### config.mk
export PLATFORM = sky130hd
export DESIGN_NAME = triac_burst_power_control
export DESIGN_NICKNAME = d
export VERILOG_FILES = /design/src/rtl/tbpc_pkg.sv /design/src/rtl/tbpc_in_stage.sv /design/src/rtl/tbpc_core.sv /design/src/rtl/triac_burst_power_control.sv
export SDC_FILE = /design/constraint.sdc
export NUM_CORES = 1
export LEC_CHECK = 0
export ABC_AREA = 1
export BUFFER_PORTS_ARGS = -buffer_cell sky130_fd_sc_hd__clkbuf_2
export CAP_MARGIN = 20
export CORE_AREA = 2 2 124 126
export CTS_CLUSTER_SIZE = 14
export DETAILED_ROUTE_END_ITERATION = 8
export DIE_AREA = 0 0 126 128
export PLACE_DENSITY = 0.54
export SLEW_MARGIN = 20
export SYNTH_ARGS = -nofsm -noshare
export SYNTH_HDL_FRONTEND = slang
export SYNTH_SLANG_ARGS = --single-unit
### constraint.sdc
create_clock -name clk -period 12.69 [get_ports clk]
set_clock_uncertainty 0.2 [all_clocks]
set_input_delay 1.9035 -clock clk [delete_from_list [all_inputs] [get_ports clk]]
set_output_delay 1.9035 -clock clk [all_outputs]
set_load 0.01 [all_outputs]
### src/rtl/tbpc_pkg.sv
// Shared types, constants and the group firing order for the burst-fire triac controller.
// No dependencies.
package tbpc_pkg;

  localparam int unsigned GROUP_COUNT = 10;
  localparam logic [3:0]  GROUP_LAST  = 4'(GROUP_COUNT - 1);
  localparam logic [7:0]  PERCENT_MAX = 8'd100;
  localparam logic [7:0]  HALF_WAVE_TICKS_RESET = 8'd100;

  // Multiply-and-shift reciprocal for division by ten, exact for values up to 1028.
  localparam logic [7:0]  DIV10_MUL   = 8'd205;
  localparam int unsigned DIV10_SHIFT = 11;

  localparam logic REQ_TICK    = 1'b0;
  localparam logic REQ_PERCENT = 1'b1;

  typedef struct packed {
    logic       req_type;
    logic [7:0] percent;
  } tbpc_in_t;

  typedef struct packed {
    logic       drive_on;
    logic [3:0] group_index;
  } tbpc_out_t;

  typedef struct packed {
    logic     vld;
    tbpc_in_t item;
  } tbpc_stage_t;

  function automatic logic [3:0] rank_of(input logic [3:0] g);
    logic [3:0] r;
    case (g)
      4'd0:    r = 4'd0;
      4'd5:    r = 4'd1;
      4'd2:    r = 4'd2;
      4'd7:    r = 4'd3;
      4'd4:    r = 4'd4;
      4'd9:    r = 4'd5;
      4'd1:    r = 4'd6;
      4'd6:    r = 4'd7;
      4'd3:    r = 4'd8;
      4'd8:    r = 4'd9;
      default: r = 4'(GROUP_COUNT);
    endcase
    return r;
  endfunction

endpackage

### src/rtl/tbpc_in_stage.sv
// Input register of the burst-fire controller: captures one transaction and holds it
// until the core takes it. Depends on tbpc_pkg.
module tbpc_in_stage (
  input  logic                  clk,
  input  logic                  rst_n,
  input  logic                  in_valid,
  output logic                  in_stall,
  input  tbpc_pkg::tbpc_in_t    in_data,
  input  logic                  core_ready,
  output tbpc_pkg::tbpc_stage_t stage
);
  import tbpc_pkg::*;

  logic     vld_r, vld_nxt;
  tbpc_in_t item_r;
  logic     accept;

  assign in_stall = vld_r && !core_ready;
  assign accept   = in_valid && !in_stall;

  always_comb begin
    if (accept) begin
      vld_nxt = 1'b1;
    end else if (core_ready) begin
      vld_nxt = 1'b0;
    end else begin
      vld_nxt = vld_r;
    end
  end

  always_ff @(posedge clk) begin
    if (!rst_n) begin
      vld_r <= 1'b0;
    end else begin
      vld_r <= vld_nxt;
    end
    if (accept) begin
      item_r <= in_data;
    end
  end

  assign stage.vld  = vld_r;
  assign stage.item = item_r;

endmodule

### src/rtl/tbpc_core.sv
// Controller state, configuration register and result register of the burst-fire
// controller. Depends on tbpc_pkg.
module tbpc_core (
  input  logic                  clk,
  input  logic                  rst_n,
  input  tbpc_pkg::tbpc_stage_t stage,
  output logic                  core_ready,
  output logic                  out_valid,
  input  logic                  out_stall,
  output tbpc_pkg::tbpc_out_t   out_data,
  input  logic                  cfg_valid,
  output logic                  cfg_ready,
  input  logic [7:0]            cfg_data
);
  import tbpc_pkg::*;

  logic [7:0]  hwt_r;
  logic [11:0] tick_r, tick_nxt;
  logic [3:0]  group_r, group_nxt;
  logic [3:0]  halves_r, halves_nxt;
  logic [3:0]  extra_r, extra_nxt;
  logic        drive_r, drive_nxt;
  logic        out_vld_r, out_vld_nxt;
  tbpc_out_t   out_r;

  logic        advance;
  logic [11:0] tick_inc;
  logic [11:0] bound;
  logic [3:0]  halves_g;
  logic [11:0] on_time;
  logic [6:0]  pct_clamp;
  logic [14:0] pct_prod;
  logic [3:0]  pct_q;
  logic [6:0]  pct_q10;

  assign cfg_ready  = 1'b1;
  assign core_ready = !out_vld_r || !out_stall;
  assign advance    = stage.vld && core_ready;

  assign tick_inc = tick_r + 12'd1;
  assign bound    = {1'b0, hwt_r, 3'b000} + {3'b000, hwt_r, 1'b0};
  assign halves_g = halves_r + {3'b000, (rank_of(group_r) < extra_r)};
  assign on_time  = halves_g * hwt_r;

  assign pct_clamp = (stage.item.percent > PERCENT_MAX) ? PERCENT_MAX[6:0]
                                                       : stage.item.percent[6:0];
  assign pct_prod  = pct_clamp * DIV10_MUL;
  assign pct_q     = pct_prod[DIV10_SHIFT +: 4];
  assign pct_q10   = {pct_q, 3'b000} + {2'b00, pct_q, 1'b0};

  always_comb begin
    tick_nxt    = tick_r;
    group_nxt   = group_r;
    halves_nxt  = halves_r;
    extra_nxt   = extra_r;
    drive_nxt   = drive_r;
    out_vld_nxt = out_vld_r;
    if (advance) begin
      out_vld_nxt = 1'b1;
      if (stage.item.req_type == REQ_PERCENT) begin
        halves_nxt = pct_q;
        extra_nxt  = 4'(pct_clamp - pct_q10);
      end else if (tick_inc <= bound) begin
        tick_nxt  = tick_inc;
        drive_nxt = (tick_inc <= on_time);
      end else begin
        tick_nxt  = '0;
        group_nxt = (group_r == GROUP_LAST) ? 4'd0 : group_r + 4'd1;
      end
    end else if (!out_stall) begin
      out_vld_nxt = 1'b0;
    end
  end

  always_ff @(posedge clk) begin
    if (!rst_n) begin
      hwt_r     <= HALF_WAVE_TICKS_RESET;
      tick_r    <= '0;
      group_r   <= '0;
      halves_r  <= '0;
      extra_r   <= '0;
      drive_r   <= 1'b0;
      out_vld_r <= 1'b0;
    end else begin
      if (cfg_valid && cfg_ready) begin
        hwt_r <= cfg_data;
      end
      tick_r    <= tick_nxt;
      group_r   <= group_nxt;
      halves_r  <= halves_nxt;
      extra_r   <= extra_nxt;
      drive_r   <= drive_nxt;
      out_vld_r <= out_vld_nxt;
    end
    if (advance) begin
      out_r.drive_on    <= drive_nxt;
      out_r.group_index <= group_nxt;
    end
  end

  assign out_valid = out_vld_r;
  assign out_data  = out_r;

endmodule

### src/rtl/triac_burst_power_control.sv
// Top level of the half-wave burst-fire triac power controller.
// Instantiates tbpc_in_stage and tbpc_core; depends on tbpc_pkg.
//
//   Channel  Direction  Handshake          Payload
//   in_      input      in_valid/in_stall   tbpc_in_t (req_type, percent)
//   out_     output     out_valid/out_stall tbpc_out_t (drive_on, group_index)
//   cfg_     input      cfg_valid/cfg_ready cfg_data = half_wave_ticks
//
// Every transaction yields one result. Acceptance writes the input register; once the result
// register is free (out_valid low or out_stall low), the controller update runs and writes
// the result register, which raises out_valid. The result is taken while out_stall is low.
// A new transaction is accepted every cycle while the result side keeps up.
// Synchronous active-low reset clears the counter, group, percent, drive level and
// sets half_wave_ticks to 100. A stalled result holds and backs up into in_stall.
module triac_burst_power_control (
  input  logic                clk,
  input  logic                rst_n,
  input  logic                in_valid,
  output logic                in_stall,
  input  tbpc_pkg::tbpc_in_t  in_data,
  output logic                out_valid,
  input  logic                out_stall,
  output tbpc_pkg::tbpc_out_t out_data,
  input  logic                cfg_valid,
  output logic                cfg_ready,
  input  logic [7:0]          cfg_data
);
  import tbpc_pkg::*;

  tbpc_stage_t stage;
  logic        core_ready;

  tbpc_in_stage u_in_stage (
    .clk        (clk),
    .rst_n      (rst_n),
    .in_valid   (in_valid),
    .in_stall   (in_stall),
    .in_data    (in_data),
    .core_ready (core_ready),
    .stage      (stage)
  );

  tbpc_core u_core (
    .clk        (clk),
    .rst_n      (rst_n),
    .stage      (stage),
    .core_ready (core_ready),
    .out_valid  (out_valid),
    .out_stall  (out_stall),
    .out_data   (out_data),
    .cfg_valid  (cfg_valid),
    .cfg_ready  (cfg_ready),
    .cfg_data   (cfg_data)
  );

endmodule

# After elaboration in Yosys (flattened, before gate mapping)

Memory sizes are Yosys's and may differ from the RTL's. A register that Yosys moved wholly into a read port is not among the register bits.
Cells that the tools add are included.

$add $sub $neg: 6
Order comparisons: 4
Mux-type cells: 14
Multiply operators: 2
Bitwise gates (word level): 1
Reduce and logical (&&, ||, !) cells: 11
Eq/ne operators: 2

Operator list:

| cell                                                   | count |
|---|---|
| <= comparator 12 bit                                   | 2 |
| two-way mux 4 bit                                      | 5 |
| multiplier 7 x 8 -> 15 bit (second input constant)     | 1 |
| adder 11 x 9 -> 12 bit                                 | 1 |
| adder 12 x 1 -> 12 bit (second input constant)         | 1 |
| multiplier 4 x 8 -> 12 bit                             | 1 |
| two-way mux 12 bit                                     | 1 |
| > comparator 8 x 7 -> 1 bit (second input constant)    | 1 |
| two-way mux 1 bit                                      | 7 |
| two-way mux 7 bit                                      | 1 |
| adder 4 x 1 -> 4 bit                                   | 1 |
| adder 4 x 1 -> 4 bit (second input constant)           | 1 |
| adder 4 bit                                            | 1 |
| == test 4 bit (second input constant)                  | 1 |
| logical NOT 1 bit                                      | 4 |
| < comparator 4 bit                                     | 1 |
| AND reduction 2 bit                                    | 2 |
| subtractor 4 bit                                       | 1 |
| logical AND 1 bit                                      | 3 |
| inequality test 2 x 1 -> 1 bit (second input constant) | 1 |
| nonzero test 2 bit                                     | 1 |
| logical OR 1 bit                                       | 1 |
| inverter 1 bit                                         | 1 |

Register bits after elaboration: 49
Output and inout bits: 8
Word-level logic and storage cells: 53
Bits in read-only memories: 64
Input port bits: 22
Memories kept: 1

Memory list:

| memory           | words | bits a word | read ports | clocked after Yosys merged registers in | write ports | line           | RTL |
|---|---|---|---|---|---|---|---|
| (name not given) | 16    | 4           | 1          | 1                                       | 0           | tbpc_pkg.sv:34 | `case (g)` |

# Logic depth before layout (Yosys ltp)

Word-level depth: 7
Mapped depth: 36
Gate-level depth less buffers: 36

# Cells and area by module

A second synthesis with hierarchy kept.

Cell total of the unflattened synthesis: 667
Area total of the unflattened synthesis: 5086.1 µm²

Modules (own cells, without submodules):

| module        | area an instance (µm²) | cells each | times used | sequential area each (µm²) |
|---|---|---|---|---|
| tbpc_core     | 4758.3                 | 649        | 1          | 910.9 |
| tbpc_in_stage | 327.8                  | 18         | 1          | 290.3 |

# Worst setup path before layout

OpenSTA, ideal clock, no wires.

Path kind: flip-flop to flip-flop
Start point: register u_core.extra_r[1]
End point: register u_core.out_r (netlist bit u_core.out_data[4]), data pin
Buffers on the path: 0
Setup slack: 7.203 ns
Setup time: 0.258 ns
Stages on the path, launching flop included: 37
Period minus slack after synthesis: 5.487 ns
Data required time: 12.232 ns
Data arrival time: 5.029 ns
Path through: dfxtp_1 > inv_1 > ha_1 > o21ai_0 > nand2_1 > a21o_1 > a21oi_1 > ha_1 > ha_1 > or2_2 > nand2_1 > nor2_1 > fa_1 > inv_1 > fa_1 > inv_1 > ha_1 > inv_1 > nor2_1 > o21ai_0 > nand2_1 > nand2_1 > nand2_1 > a21oi_1 > o21ai_0 > a21oi_1 > xor2_1 > ha_1 > nand2_1 > inv_1 > nand3_1 > nor3_1 > nand2_1 > nand2_1 > o21ai_0 > nor2_1 > a21oi_1

Word-level cells in the longest chain between the ends: 7

Ends and longest elaborated chain:

| element                    | line            | RTL |
|---|---|---|
| start, declared            | tbpc_core.sv:21 | `logic [3:0] extra_r, extra_nxt;` |
| start signal, assigned     | tbpc_core.sv:91 | `extra_r <= extra_nxt;` |
| < comparator 4 bit         | tbpc_core.sv:42 | `assign halves_g = halves_r + {3'b000, (rank_of(group_r) < extra_r)};` |
| adder 4 x 1 -> 4 bit       | tbpc_core.sv:42 |  |
| multiplier 4 x 8 -> 12 bit | tbpc_core.sv:43 | `assign on_time = halves_g * hwt_r;` |
| <= comparator 12 bit       | tbpc_core.sv:65 | `drive_nxt = (tick_inc <= on_time);` |
| two-way mux 1 bit          | tbpc_core.sv:63 | `end else if (tick_inc <= bound) begin` |
| two-way mux 1 bit          | tbpc_core.sv:60 | `if (stage.item.req_type == REQ_PERCENT) begin` |
| two-way mux 1 bit          | tbpc_core.sv:58 | `if (advance) begin` |
| via u_core.drive_nxt       | tbpc_core.sv:22 | `logic drive_r, drive_nxt;` |
| end, declared              | tbpc_core.sv:24 | `tbpc_out_t out_r;` |

The timed path passes the listed nets, and every way through them passes these cells.
A chain may end at the register's enable or synchronous reset.

# Worst setup path after layout

Same ends and word-level chain as after synthesis.

==> results.json <==
{
  "outcome": "complete, no violations",
  "final_common_cell": "nand2_1",
  "hold_ws_ns": 0.263,
  "synth.ff_latch_count": 53,
  "irDropWorstVdd_mv": 0.0585,
  "grt.total_usage": 0.150,
  "p_clk_frac": 0.262,
  "clock-sinks": 53,
  "slew_viol_final": 0,
  "yosysWarnings": 0,
  "crit_type": "flop to flop",
  "postPlaceCellArea_um2": 5430,
  "rows": 45,
  "reg2reg_to": "u_core.out_data[4]$_DFFE_PP_",
  "synth_cell_types": 39,
  "syn_area_um2": 5090,
  "path_buf_inv": 5,
  "fp.dieH_um": 128,
  "rsz0062_at_grt": "false",
  "cts_buffers": 5,
  "synth.area.top_cells": "ha_1, dfxtp_1, nand2_1, inv_1, edfxtp_1",
  "cpMostUsedCell": "nand2_1",
  "maxSlewHeadroom": 0.382,
  "coreArea_um2": 14900,
  "final_area_um2": 5590,
  "drtPass1Iterations": 5,
  "antenna_found_initial": 0,
  "grt_max_degree": 23,
  "p_sw_frac": 0.384,
  "grt_first_pass_wirelength_um": 19700,
  "clk_path_buf_depth": 2,
  "synthCells": 668,
  "wl_per_cell_um": 12.8,
  "num_antenna_cells": 0,
  "place_hpwl_um": 9310,
  "routed_wl_um": 11300,
  "portBuffers": 28,
  "cap_violations": 0,
  "p_comb_frac": 0.404,
  "path_delay_family": "adder cells",
  "finalHoldViolations": 0,
  "min_from": "u_core.extra_r[0]$_SDFFE_PN0P_",
  "rrSetupSlack_ns": 6.60,
  "viasPerCell": 4.79,
  "clk_latency_ns": 0.31,
  "grt_pass1_vias": 4323,
  "max_freq_mhz": 164,
  "clk_pin_slew_worst_paths_ns": 0.08,
  "cts_tree": "built",
  "drt-initial-drc-count": 179,
  "rr_startpoint": "u_core.extra_r[1]$_SDFFE_PN0P_",
  "ios": 30,
  "drc_errors": 0,
  "start_util": 0.342,
  "worstPathMaxFanout": 7,
  "final_cell_mix": "nand2_1, inv_1, ha_1, a21oi_1, nor2_1",
  "arrival_ns": 5.96,
  "start_kind": "flop",
  "tightest_slew_ns": 0.926,
  "ff2ff_path_depth": 36,
  "cts.htree.levels": 2,
  "grt_remaining_overflow": 0,
  "period_share": 0.480,
  "gp_congestion": 0.871,
  "vias": 4238,
  "synthDominantCellAreaShare": 0.224,
  "final_net_count": 830,
  "hp-class": "flop to flop",
  "cts-root-buf": "clkbuf_16",
  "synth.avg_cell_area_um2": 7.61,
  "cts.repair.resized": 0,
  "intPower_mw": 0.345,
  "tns_ns": 0,
  "synth_nets": 802,
  "yosysTopAreaCell": "ha_1",
  "critPathSlowestCell": "fa_1",
  "slowest_delay_ns": 0.53,
  "hold_path_depth": 2,
  "yosysSeqAreaShare": 0.236,
  "setup_viol": 0,
  "min_period_ns": 6.09,
  "post_cts_buffers": 0,
  "layout-drive-gt1-share": 0.0789,
  "switchingPower_mw": 0.215,
  "die_w_um": 126,
  "endpoint_kind": "flop",
  "power.density_nw_per_um2": 100,
  "pwr-share-seq": 0.334,
  "startpoint": "u_core.extra_r[1]$_SDFFE_PN0P_",
  "cts_hold_buf": 0,
  "whs_endpoint": "u_core.extra_r[0]$_SDFFE_PN0P_",
  "fp.dieArea_um2": 16100,
  "critPathRequiredTime_ns": 12.56,
  "antenna_left": 0,
  "leakage_nw": 2.97,
  "synthToLayoutAreaGrowth_pct": 9.96
}
[layout make-up]
type,count,area [µm²]
clock buffers,5,125
clock inverters,3,33.8
fillers,1555,9270
inverters,135,508
multi-input cells,472,3340
flip-flops and latches,53,1200
well taps,188,235
repair buffers,29,148
[how the worst max path moves through the flow]
stage | to | slack [ns] | cells after the start
final | u_core.out_data[4]$_DFFE_PP_ | 6.60 | 36
after global routing | u_core.out_data[4]$_DFFE_PP_ | 6.14 | 36
after CTS | u_core.out_data[4]$_DFFE_PP_ | 6.71 | 36
after detailed placement | u_core.out_data[4]$_DFFE_PP_ | 6.71 | 36
after global placement | u_core.out_data[4]$_DFFE_PP_ | 6.84 | 36
after floorplan | u_core.out_data[4]$_DFFE_PP_ | 7.20 | 36
[sequential cells by signal (all words and copies together) (netlist names), named ones only]
name              cells
u_core.group_r        4
u_in_stage.stage      9
u_core.tick_r        12
u_core.out_valid      1
u_core.hwt_r          8
u_core.drive_r        1
u_in_stage.vld_r      1
u_core.halves_r       4
u_core.out_data       5
u_core.extra_r        4
[through the flow]
| step | util | total power [mW] | instances | setup WS (ns) |
|---|---|---|---|---|
| final | 0.376 | 0.560 | 885 | 6.60 |
| after global routing | 0.376 | 0.614 | 885 | 6.14 |
| after CTS | 0.376 | 0.570 | 885 | 6.71 |
| after detailed placement | 0.366 | 0.417 | 877 | 6.71 |
| after global placement | 0.366 | 0.415 | 877 | 6.84 |
| after floorplan | - | 0.362 | 668 | 7.20 |
[kinds of logic after synthesis]
group / Yosys count / share of synthesized area
simple gates: 231 / 0.195
flops: 53 / 0.236
other cells: 1 / 0.000737
xor+xnor: 28 / 0.0482
buf+inv: 143 / 0.107
compound gates: 100 / 0.107
fa+ha+maj: 112 / 0.307
[power groups by stage]
stage / combinational, mW / sequential [mW] / clock, mW
3_5_place_dp: 0.226 / 0.191 / 0
2_1_floorplan: 0.174 / 0.188 / 0
5_1_grt: 0.266 / 0.188 / 0.160
3_3_place_gp: 0.224 / 0.191 / 0
4_1_cts: 0.229 / 0.187 / 0.154
6_report: 0.226 / 0.187 / 0.147
[worst min-delay path: cells and delay by family (launching register included)]
family / cells / cell delay [ns]
AOI/OAI and AO/OA: 1 / 0.06
buffers and inverters: 1 / 0.06
DFF: 1 / 0.30
[cells in the mapped netlist, drive strengths merged]
master / n
nand2: 138
buf: 2
clkinv: 3
inv: 132
a21oi: 56
fa: 21
a211oi: 4
a21o: 1
o2111ai: 2
edfxtp: 14
nor2: 48
o21a: 1
clkbuf: 6
nor3: 7
nand3: 24
nand4: 5
xor2: 17
and2: 1
and3: 2
conb: 1
o221ai: 1
dfxtp: 39
or2: 3
nand3b: 3
o21ai: 32
ha: 91
o31ai: 1
o21bai: 2
xnor2: 11
[per-layer routing]
layer	track usage	vias to the layer above	part of all wire
met5	0	-	0
li1	-	2190	-
met1	0.200	1954	0.49
met4	0.0485	0	0.021
met2	0.249	77	0.45
met3	0.0255	17	0.038
Power figures use the tool's default switching activity.
